[config.mk]
export PLATFORM = sky130hd
export DESIGN_NAME = fan_speed_pid_controller_flat
export DESIGN_NICKNAME = d
export VERILOG_FILES = /design/src/rtl/fspc_pkg.sv /design/src/rtl/fspc_in_if.sv /design/src/rtl/fan_speed_pid_controller.sv /design/src/flat_wrapper.sv
export SDC_FILE = /design/constraint.sdc
export NUM_CORES = 2
export LEC_CHECK = 0
export BUFFER_PORTS_ARGS = -buffer_cell sky130_fd_sc_hd__buf_4
export CAP_MARGIN = 20
export CELL_PAD_IN_SITES_DETAIL_PLACEMENT = 1
export CELL_PAD_IN_SITES_GLOBAL_PLACEMENT = 2
export CORE_MARGIN = 10
export CORE_UTILIZATION = 44
export CTS_CLUSTER_SIZE = 16
export DETAILED_ROUTE_END_ITERATION = 10
export GPL_TIMING_DRIVEN = 0
export PLACE_DENSITY = 0.95
export RECOVER_POWER = 100
export SLEW_MARGIN = 0
export SYNTH_ARGS = -nofsm -noshare
export SYNTH_HDL_FRONTEND = slang
export SYNTH_SLANG_ARGS = --single-unit
[constraint.sdc]
create_clock -name clk -period 25.9 [get_ports clk]
set_input_delay 1.295 -clock clk [delete_from_list [all_inputs] [get_ports clk]]
set_output_delay 1.295 -clock clk [all_outputs]
set_load 0.01 [all_outputs]
[src/rtl/fspc_pkg.sv]
// fspc_pkg: shared constants and types for the fan speed controller
// no dependencies
package fspc_pkg;

  localparam int FilterDepth   = 8;
  localparam int ControlPeriod = 10;

  localparam logic [15:0] GainPRst   = 16'd4096;
  localparam logic [15:0] GainIRst   = 16'd819;
  localparam logic [15:0] GainDRst   = 16'd41;
  localparam logic [14:0] IntLimRst  = 15'd2000;
  localparam logic [15:0] StartRst   = 16'd300;
  localparam logic [15:0] MaxDutyRst = 16'd1000;
  localparam logic [15:0] SpdLimRst  = 16'd6000;
  localparam logic [15:0] TimeoutRst = 16'd1000;

  typedef enum logic [1:0] {
    REQ_TICK = 2'd0,
    REQ_EDGE = 2'd1,
    REQ_SET  = 2'd2,
    REQ_STOP = 2'd3
  } req_t;

  typedef enum logic [2:0] {
    REG_GAIN_P    = 3'd0,
    REG_GAIN_I    = 3'd1,
    REG_GAIN_D    = 3'd2,
    REG_INT_LIMIT = 3'd3,
    REG_START     = 3'd4,
    REG_MAX_DUTY  = 3'd5,
    REG_SPEED_LIM = 3'd6,
    REG_TIMEOUT   = 3'd7
  } reg_idx_t;

endpackage

[src/rtl/fspc_in_if.sv]
// fspc_in_if, fspc_out_if, fspc_cfg_if: request channel interfaces
// no dependencies
interface fspc_in_if;
  logic        valid;
  logic        ready;
  logic [1:0]  req_type;
  logic [15:0] target_value;
  modport source  (output valid, req_type, target_value, input ready);
  modport sink    (input valid, req_type, target_value, output ready);
  modport monitor (input valid, ready, req_type, target_value);
endinterface

interface fspc_out_if;
  logic        valid;
  logic        ready;
  logic [15:0] duty;
  logic [15:0] measured_rpm;
  logic [15:0] goal_rpm;
  logic        running;
  modport source  (output valid, duty, measured_rpm, goal_rpm, running, input ready);
  modport sink    (input valid, duty, measured_rpm, goal_rpm, running, output ready);
  modport monitor (input valid, ready, duty, measured_rpm, goal_rpm, running);
endinterface

interface fspc_cfg_if;
  logic        valid;
  logic        ready;
  logic [2:0]  index;
  logic [15:0] data;
  modport source  (output valid, index, data, input ready);
  modport sink    (input valid, index, data, output ready);
  modport monitor (input valid, ready, index, data);
endinterface

[src/rtl/fan_speed_pid_controller.sv]
// channel  dir  handshake      payload
// in_      in   valid/ready    req_type, target_value
// out_     out  valid/ready    duty, measured_rpm, goal_rpm, running
// cfg_     in   valid/ready    index, data
//
// one request at a time through a sequencer around a shared 16x19 multiplier
// and a restoring divider (one quotient bit a cycle)
// set, stop and an edge with no period go straight to the result; a tick checks
// timeout and period, maybe runs the pid; an edge with a period averages the ring
// rst_n is synchronous, active low; no clearing pass
// out_ holds a result until taken; in_ready is low from accept to result taken
// fan speed pid controller, top level
// uses fspc_pkg and the channel interfaces
module fan_speed_pid_controller #(
  parameter int FILTER_DEPTH   = fspc_pkg::FilterDepth,
  parameter int CONTROL_PERIOD = fspc_pkg::ControlPeriod
) (
  input  logic clk,
  input  logic rst_n,
  fspc_in_if.sink    in_ch,
  fspc_out_if.source out_ch,
  fspc_cfg_if.sink   cfg_ch
);

  localparam int PW = (FILTER_DEPTH > 1) ? $clog2(FILTER_DEPTH) : 1;
  localparam int CW = $clog2(FILTER_DEPTH + 1);
  localparam int SW = 10 + CW;

  typedef enum logic [3:0] {
    S_IDLE, S_SUM, S_DIV1, S_DIV2, S_MUL60, S_TO, S_PID0, S_MUL, S_PIDSUM,
    S_FIN, S_DONE
  } st_t;

  // config registers
  logic [15:0] gain_p_r, gain_i_r, gain_d_r, start_r, max_r, slim_r, tmo_r;
  logic [14:0] ilim_r;

  // block state
  logic [31:0] now_r, edge_r, act_r, ctl_r;
  logic [9:0]  ring_r [FILTER_DEPTH];
  logic [PW-1:0] ptr_r;
  logic [15:0] spd_r, goal_r, duty_r;
  logic        on_r;
  logic signed [16:0] acc_r;
  logic signed [17:0] eprev_r;

  // sequencer
  st_t st_r;
  logic [PW-1:0] idx_r;
  logic [SW-1:0] sum_r;
  logic [CW-1:0] cnt_r;
  logic [16:0] num_r, den_r, quo_r, rem_r;
  logic [4:0]  bit_r;
  logic [1:0]  term_r;
  logic signed [17:0] e_r;
  logic signed [22:0] pid_r;
  logic signed [19:0] op_r;
  logic        ovalid_r;

  assign in_ch.ready  = (st_r == S_IDLE) && !ovalid_r;
  assign cfg_ch.ready = 1'b1;
  assign out_ch.valid = ovalid_r;
  assign out_ch.duty = duty_r;
  assign out_ch.measured_rpm = spd_r;
  assign out_ch.goal_rpm = goal_r;
  assign out_ch.running = on_r;

  // shared multiplier: gain times magnitude, truncated
  logic [15:0] mgain;
  logic [18:0] mmag;
  logic [34:0] mprod;
  always_comb begin
    case (term_r)
      2'd0:    mgain = gain_p_r;
      2'd1:    mgain = gain_i_r;
      default: mgain = gain_d_r;
    endcase
    mmag  = op_r[19] ? 19'(-op_r) : op_r[18:0];
    mprod = mgain * mmag;
  end
  logic signed [22:0] mterm;
  assign mterm = op_r[19] ? -$signed({1'b0, mprod[33:12]})
                          : $signed({1'b0, mprod[33:12]});

  // restoring divider step
  logic [17:0] dtrial;
  logic [16:0] rsh;
  assign rsh    = {rem_r[15:0], num_r[bit_r[3:0]]};
  assign dtrial = {1'b0, rsh} - {1'b0, den_r};

  logic [31:0] tnext;
  assign tnext = now_r + 32'd1;

  logic [15:0] clamp_tgt;
  assign clamp_tgt = (in_ch.target_value > slim_r) ? slim_r : in_ch.target_value;

  logic signed [18:0] acc_sum;
  assign acc_sum = 19'(acc_r) + 19'(e_r);

  logic [15:0] pid_duty;
  always_comb begin
    if (pid_r > $signed({7'd0, max_r}))        pid_duty = max_r;
    else if (pid_r < $signed({7'd0, start_r})) pid_duty = (start_r > max_r) ? max_r : start_r;
    else                                       pid_duty = pid_r[15:0];
  end

  // config writes
  always_ff @(posedge clk) begin
    if (!rst_n) begin
      gain_p_r <= fspc_pkg::GainPRst;  gain_i_r <= fspc_pkg::GainIRst;
      gain_d_r <= fspc_pkg::GainDRst;  ilim_r   <= fspc_pkg::IntLimRst;
      start_r  <= fspc_pkg::StartRst;  max_r    <= fspc_pkg::MaxDutyRst;
      slim_r   <= fspc_pkg::SpdLimRst; tmo_r    <= fspc_pkg::TimeoutRst;
    end else if (cfg_ch.valid) begin
      unique case (fspc_pkg::reg_idx_t'(cfg_ch.index))
        fspc_pkg::REG_GAIN_P:    gain_p_r <= cfg_ch.data;
        fspc_pkg::REG_GAIN_I:    gain_i_r <= cfg_ch.data;
        fspc_pkg::REG_GAIN_D:    gain_d_r <= cfg_ch.data;
        fspc_pkg::REG_INT_LIMIT: ilim_r   <= cfg_ch.data[14:0];
        fspc_pkg::REG_START:     start_r  <= cfg_ch.data;
        fspc_pkg::REG_MAX_DUTY:  max_r    <= cfg_ch.data;
        fspc_pkg::REG_SPEED_LIM: slim_r   <= cfg_ch.data;
        fspc_pkg::REG_TIMEOUT:   tmo_r    <= cfg_ch.data;
        default: ;
      endcase
    end
  end

  // sequencer and state
  always_ff @(posedge clk) begin
    if (!rst_n) begin
      st_r <= S_IDLE; ovalid_r <= 1'b0; term_r <= 2'd0;
      now_r <= '0; edge_r <= '0; act_r <= '0; ctl_r <= '0;
      for (int i = 0; i < FILTER_DEPTH; i++) ring_r[i] <= '0;
      ptr_r <= '0; spd_r <= '0; goal_r <= '0; duty_r <= '0; on_r <= 1'b0;
      acc_r <= '0; eprev_r <= '0;
    end else begin
      if (ovalid_r && out_ch.ready) ovalid_r <= 1'b0;
      unique case (st_r)
        S_IDLE: if (in_ch.valid && in_ch.ready) begin
          unique case (fspc_pkg::req_t'(in_ch.req_type))
            fspc_pkg::REQ_TICK: begin
              now_r <= tnext;
              st_r  <= S_TO;
            end
            fspc_pkg::REQ_EDGE: begin
              edge_r <= now_r; act_r <= now_r;
              st_r <= S_DONE;
              if (edge_r != 0 && (now_r - edge_r) != 0 && (now_r - edge_r) < 32'd1000)
              begin
                ring_r[ptr_r] <= 10'(now_r - edge_r);
                ptr_r <= (32'(ptr_r) == FILTER_DEPTH - 1) ? '0 : ptr_r + 1'b1;
                idx_r <= '0; sum_r <= '0; cnt_r <= '0;
                st_r <= S_SUM;
              end
            end
            fspc_pkg::REQ_SET: begin
              goal_r <= clamp_tgt; acc_r <= '0;
              if (clamp_tgt == 0) begin duty_r <= '0; on_r <= 1'b0; end
              else if (!on_r) begin
                duty_r <= (start_r > max_r) ? max_r : start_r;
                on_r   <= ((start_r > max_r) ? max_r : start_r) != 0;
              end
              st_r <= S_DONE;
            end
            default: begin
              duty_r <= '0; on_r <= 1'b0; goal_r <= '0;
              acc_r <= '0; eprev_r <= '0;
              st_r <= S_DONE;
            end
          endcase
        end
        // walk the ring, one entry a cycle
        S_SUM: begin
          if (ring_r[idx_r] != 0) begin
            sum_r <= sum_r + SW'(ring_r[idx_r]);
            cnt_r <= cnt_r + 1'b1;
          end
          if (32'(idx_r) == FILTER_DEPTH - 1) st_r <= S_DIV1;
          idx_r <= idx_r + 1'b1;
        end
        // set up sum / count
        S_DIV1: begin
          num_r <= 17'(sum_r); den_r <= 17'(cnt_r);
          rem_r <= '0; quo_r <= '0; bit_r <= 5'd16;
          st_r <= S_DIV2;
        end
        // one quotient bit a cycle; two passes (avg, then 1000/avg)
        S_DIV2: begin
          if (bit_r == 5'd16) begin
            bit_r <= 5'd15;
            rem_r <= {16'd0, num_r[16]};
            if (den_r <= {16'd0, num_r[16]}) begin
              rem_r <= {16'd0, num_r[16]} - den_r; quo_r[16] <= 1'b1;
            end
          end else begin
            if (!dtrial[17]) begin rem_r <= dtrial[16:0]; quo_r[bit_r[3:0]] <= 1'b1; end
            else rem_r <= rsh;
            bit_r <= bit_r - 1'b1;
            if (bit_r == 5'd0) st_r <= S_MUL60;
          end
        end
        S_MUL60: begin
          if (den_r == 17'(cnt_r) && num_r == 17'(sum_r) && term_r != 2'd3) begin
            // first pass done: quo holds avg
            if (quo_r == 0) begin spd_r <= '0; st_r <= S_DONE; end
            else begin
              num_r <= 17'd1000; den_r <= quo_r; rem_r <= '0; quo_r <= '0;
              bit_r <= 5'd16; term_r <= 2'd3; st_r <= S_DIV2;
            end
          end else begin
            spd_r <= 16'(quo_r * 17'd60);
            term_r <= 2'd0;
            st_r <= S_DONE;
          end
        end
        // timeout, then control period
        S_TO: begin
          if (now_r - act_r > {16'd0, tmo_r}) begin
            edge_r <= '0; spd_r <= '0;
            for (int i = 0; i < FILTER_DEPTH; i++) ring_r[i] <= '0;
          end
          st_r <= S_DONE;
          if (now_r - ctl_r >= 32'(CONTROL_PERIOD)) begin
            ctl_r <= now_r;
            if (goal_r != 0) st_r <= S_PID0;
          end
        end
        S_PID0: begin
          e_r <= $signed({2'b0, goal_r}) - $signed({2'b0, spd_r});
          st_r <= S_PIDSUM; term_r <= 2'd3;
        end
        S_PIDSUM: begin
          // integral update then first product operand
          if (acc_sum > $signed({4'd0, ilim_r}))       acc_r <= $signed({2'b0, ilim_r});
          else if (acc_sum < -$signed({4'd0, ilim_r})) acc_r <= -$signed({2'b0, ilim_r});
          else                                         acc_r <= 17'(acc_sum);
          op_r <= 20'(e_r); term_r <= 2'd0; pid_r <= '0;
          st_r <= S_MUL;
        end
        // three products through one multiplier
        S_MUL: begin
          pid_r <= pid_r + mterm;
          term_r <= term_r + 1'b1;
          if (term_r == 2'd0) op_r <= 20'(acc_r);
          else if (term_r == 2'd1) op_r <= 20'(e_r) - 20'(eprev_r);
          else begin
            eprev_r <= e_r;
            term_r <= 2'd0;
            st_r <= S_FIN;
          end
        end
        S_FIN: begin
          duty_r <= pid_duty; on_r <= pid_duty != 0;
          st_r <= S_DONE;
        end
        default: begin
          ovalid_r <= 1'b1;
          st_r <= S_IDLE;
        end
      endcase
    end
  end

endmodule
[src/flat_wrapper.sv]
// flat-port wrapper written by rule: the top's interface ports become plain ports
module fan_speed_pid_controller_flat 
#(
  parameter int FILTER_DEPTH   = fspc_pkg::FilterDepth,
  parameter int CONTROL_PERIOD = fspc_pkg::ControlPeriod
)
  (clk, rst_n, in_ch_valid, in_ch_req_type, in_ch_target_value, in_ch_ready, out_ch_valid, out_ch_duty, out_ch_measured_rpm, out_ch_goal_rpm, out_ch_running, out_ch_ready, cfg_ch_valid, cfg_ch_index, cfg_ch_data, cfg_ch_ready);
  fspc_in_if in_ch_i ();
  fspc_out_if out_ch_i ();
  fspc_cfg_if cfg_ch_i ();
  input  logic clk;
  input  logic rst_n;
  input wire logic [$bits(in_ch_i.valid)-1:0] in_ch_valid;
  input wire logic [$bits(in_ch_i.req_type)-1:0] in_ch_req_type;
  input wire logic [$bits(in_ch_i.target_value)-1:0] in_ch_target_value;
  output wire logic [$bits(in_ch_i.ready)-1:0] in_ch_ready;
  output wire logic [$bits(out_ch_i.valid)-1:0] out_ch_valid;
  output wire logic [$bits(out_ch_i.duty)-1:0] out_ch_duty;
  output wire logic [$bits(out_ch_i.measured_rpm)-1:0] out_ch_measured_rpm;
  output wire logic [$bits(out_ch_i.goal_rpm)-1:0] out_ch_goal_rpm;
  output wire logic [$bits(out_ch_i.running)-1:0] out_ch_running;
  input wire logic [$bits(out_ch_i.ready)-1:0] out_ch_ready;
  input wire logic [$bits(cfg_ch_i.valid)-1:0] cfg_ch_valid;
  input wire logic [$bits(cfg_ch_i.index)-1:0] cfg_ch_index;
  input wire logic [$bits(cfg_ch_i.data)-1:0] cfg_ch_data;
  output wire logic [$bits(cfg_ch_i.ready)-1:0] cfg_ch_ready;
  assign in_ch_i.valid = in_ch_valid;
  assign in_ch_i.req_type = in_ch_req_type;
  assign in_ch_i.target_value = in_ch_target_value;
  assign in_ch_ready = in_ch_i.ready;
  assign out_ch_valid = out_ch_i.valid;
  assign out_ch_duty = out_ch_i.duty;
  assign out_ch_measured_rpm = out_ch_i.measured_rpm;
  assign out_ch_goal_rpm = out_ch_i.goal_rpm;
  assign out_ch_running = out_ch_i.running;
  assign out_ch_i.ready = out_ch_ready;
  assign cfg_ch_i.valid = cfg_ch_valid;
  assign cfg_ch_i.index = cfg_ch_index;
  assign cfg_ch_i.data = cfg_ch_data;
  assign cfg_ch_ready = cfg_ch_i.ready;
  fan_speed_pid_controller #(.FILTER_DEPTH(FILTER_DEPTH), .CONTROL_PERIOD(CONTROL_PERIOD)) u_core (.clk(clk), .rst_n(rst_n), .in_ch(in_ch_i), .out_ch(out_ch_i), .cfg_ch(cfg_ch_i));
endmodule
==> impl_metrics.yaml <==
power:
  power_frac_clock_pct: 15.9
  peakVddDrop_v: 0.000189
  power.net_switching_mw: 3.23
  combPwrFrac_pct: 67.6
  p_leak_nw: 22.1
  p_per_area_nw_per_um2: 121
  p_int_mw: 3.22
  power_frac_seq_pct: 16.6
  switching_share_pct: 50.1
synth:
  yosysWarnings: 0
  synth_ff_type: "dfxtp_1"
  seq_area_frac_synth_pct: 28.4
  synthCells: 5740
  ys_async_sr_fraction_pct: 0
  syn_avg_cell_area_um2: 8.50
  synth_area_um2: 48800
  yosys_register_bits: 578
  synth_edf_count: 229
  synthDistinctLibCells: 108
cells_and_area:
  syn2layout_area_growth_pct: 9.30
  drive_above_1_share_pct: 4.02
  nFillCells: 13300
  final_nets: 6638
  final_common_cell: "nand2_1"
  regArea_um2: 13900
  fin_area_um2: 53300
  multi_input_area_um2: 31500
  mostFrequentLayoutCells: "748 x nand2_1, 612 x inv_1, 573 x nor2_1"
cts:
  cts_tree: "done"
  clkSlewWorstSetupHoldPaths_ns: 0.06
  cts_resized: 0
  cts_sinks: 578
  cts_buffer_depth: 3
  clock_latency_ns: 0.65
  h-tree-depth: 3
  postCtsSetupBuffers: 0
  clockRootBuffer: "clkbuf_16"
  cts_buffers: 69
  ctsHoldBuffers: 0
detailed_routing:
  drc: 0
  vias: 43400
  drt-initial-drc-count: 2947
  dr.pass1.iters: 5
  wl_um: 170000
  wl_per_cell_um: 22.9
  ant_nets: 0
  vias_per_cell: 5.83
worst_setup_path:
  crit_type: "reg2reg"
  critPathArrivalTime_ns: 14.53
  crit_path_top_delay_cell: "o21ai_0"
  worstRegToRegCells: 37
  worstPathRequired_ns: 26.27
  crit_top_cell: "fa_1"
  worst_path_largest_cell_delay_ns: 1.30
  worst_setup_path_start_kind: "register"
  endpoint_kind: "register"
  critPathMaxFanout: 10
sta:
  fmax_ghz: 0.0706
  setup-tns-final_ns: 0
  drv_slew: 67
  fin_crit_ns: 14.16
  fin_crit_sh_pct: 54.7
  setup_violations: 0
  finalHoldViolCount: 0
  tightest_slew_ns: 2.53
  slew-limit-headroom_pct: -68.9
  grt_setup_unrepaired: "false"
  finClkSkew_ns: 0.0398
die:
  die_h_um: 353
  num_io_pins: 94
  start_util_pct: 44.2
  row_count: 122
  fp.dieArea_um2: 125000
  placeableCoreArea_um2: 110000
  die-width_um: 353
place:
  placed_cell_area_um2: 51300
  gp_congestion: 0.952
  portBuffers: 70
  post-dp-hpwl_um: 134000
global_routing:
  antenna_found_initial: 17
  grt_usage_pct: 26.5
  grt_pass1_vias: 45900
  grt_max_degree: 24
  grt_pass1_wl_um: 265000
  overflow: 0
flow_run:
  cap_violations: 5
run_status:
  run_status: "finished with violations"
  violations: "capacitance limit, slew limit"
hold_path:
  hp-class: "reg2reg"
  min_path_cells: 2
## registers in the layout, summed over array words and instances, names as in the netlist, 15 cells and up, named ones only
register and count:
u_core.now_r 32, u_core.eprev_r 17, u_core.tmo_r 16, u_core.slim_r 16
u_core.max_r 16, u_core.start_r 16, u_core.act_r 32, u_core.acc_r 17
u_core.ctl_r 32, u_core.ilim_r 15, u_core.out_ch.goal_rpm 16, u_core.gain_i_r 16
u_core.gain_d_r 16, u_core.quo_r 17, u_core.ring_r 80, u_core.den_r 17
u_core.out_ch.duty 16, u_core.e_r 17, u_core.rem_r 16, u_core.pid_r 23
u_core.gain_p_r 16, u_core.edge_r 32, u_core.op_r 19
## power groups by stage
stage | clock [mW] | sequential, mW | combinational [mW]
2_1_floorplan | 0 | 1.07 | 3.16
3_3_place_gp | 0 | 1.09 | 4.19
3_5_place_dp | 0 | 1.09 | 4.33
4_1_cts | 1.03 | 1.07 | 4.39
5_1_grt | 1.07 | 1.08 | 4.89
6_report | 1.02 | 1.07 | 4.36
## layout make-up
type / count / area share, %
Tap cell: 1488 / 3.49
Sequential cell: 578 / 26.0
Inverter: 614 / 4.32
Timing Repair Buffer: 83 / 0.802
Clock inverter: 35 / 0.765
Clock buffer: 92 / 3.67
Buffer: 265 / 1.93
Antenna cell: 6 / 0.0282
Multi-Input combinational cell: 4284 / 59.0
## critical path: cells and delay by family, from the launching register on
family                   cells  cell delay [ns]
adder cells (fa/ha/maj)      8             3.73
AO/OA/AOI/OAI               13             5.37
flip-flops                   1             0.39
multiplexers                 1             0.26
buffers and inverters        7             2.15
AND/OR/NAND/NOR              5             1.13
XOR/XNOR                     3             0.82
## cells in the mapped netlist, types with 23 or more instances
| master | n | share of area, % |
|---|---|---|
| nand2_1 | 748 | 5.8 |
| inv_1 | 611 | 4.7 |
| nor2_1 | 574 | 4.4 |
| ha_1 | 437 | 11 |
| a21oi_1 | 416 | 4.3 |
| dfxtp_1 | 349 | 14 |
| fa_1 | 264 | 11 |
| edfxtp_1 | 229 | 14 |
| clkbuf_1 | 209 | 1.6 |
| o21ai_0 | 208 | 2.1 |
| xnor2_1 | 153 | 2.7 |
| nand3_1 | 106 | 1.1 |
| xor2_1 | 106 | 1.9 |
| nor3_1 | 105 | 1.1 |
| a21o_1 | 103 | 1.6 |
| mux2i_1 | 75 | 1.5 |
| nand4_1 | 66 | 0.85 |
| nor4_1 | 56 | 0.72 |
| and3_1 | 55 | 0.71 |
| o21a_1 | 54 | 0.83 |
| nor2b_1 | 52 | 0.67 |
| o211ai_1 | 49 | 0.75 |
| nand2b_1 | 42 | 0.54 |
| and2_1 | 41 | 0.53 |
| a22o_1 | 36 | 0.65 |
| a211oi_1 | 35 | 0.54 |
| a31oi_1 | 33 | 0.42 |
| mux2_2 | 28 | 0.65 |
| o31ai_1 | 25 | 0.38 |
| or3_1 | 25 | 0.32 |
| mux4_2 | 23 | 1.1 |
| o21bai_1 | 23 | 0.35 |
| o22ai_1 | 23 | 0.29 |
## layer usage
metal	vias up	track usage, %	routed length [µm]	share of wire [%]
met2	1142	46.2	83000	49
met5	-	0	65	0.038
met1	21800	32.6	70000	41
met4	10	10.9	7660	4.5
met3	352	3.83	9680	5.7
li1	20100	-	-	-
## path summary, 6_finish.rpt
kind                           start            endpoint  slack, ns
setup / recovery    u_core.term_r[0]    u_core.pid_r[22]      11.74
hold / removal    u_core.eprev_r[13]  u_core.eprev_r[13]       0.45
setup reg to reg    u_core.term_r[0]    u_core.pid_r[22]      11.74
hold reg to reg   u_core.eprev_r[13]  u_core.eprev_r[13]       0.45
## logic make-up after synthesis
logic type,Yosys count,synth area share [%]
buffers and inverters,879,6.92
other,2,0.0154
flip-flops,578,28.4
XOR/XNOR,260,4.68
adder cells (fa/ha/maj),701,22.0
multiplexers,126,3.25
AO/OA/AOI/OAI,1247,16.7
AND/OR/NAND/NOR,1947,18.0
## through the flow
step / instances / worst slack (ns) / power (mW) / utilization (%) / hold WS [ns]
final: 7445 / 11.74 / 6.46 / 48.3 / 0.452
after global routing: 7441 / 10.68 / 7.04 / 48.3 / 0.469
after CTS: 7434 / 12.05 / 6.50 / 48.6 / 0.453
after detailed placement: 7307 / 12.12 / 5.42 / 46.5 / 0.446
after global placement: 7299 / 12.41 / 5.28 / 46.4 / 0.438
after floorplan: 5741 / 15.07 / 4.23 / - / 0.432
Power figures use the tool's default switching activity.
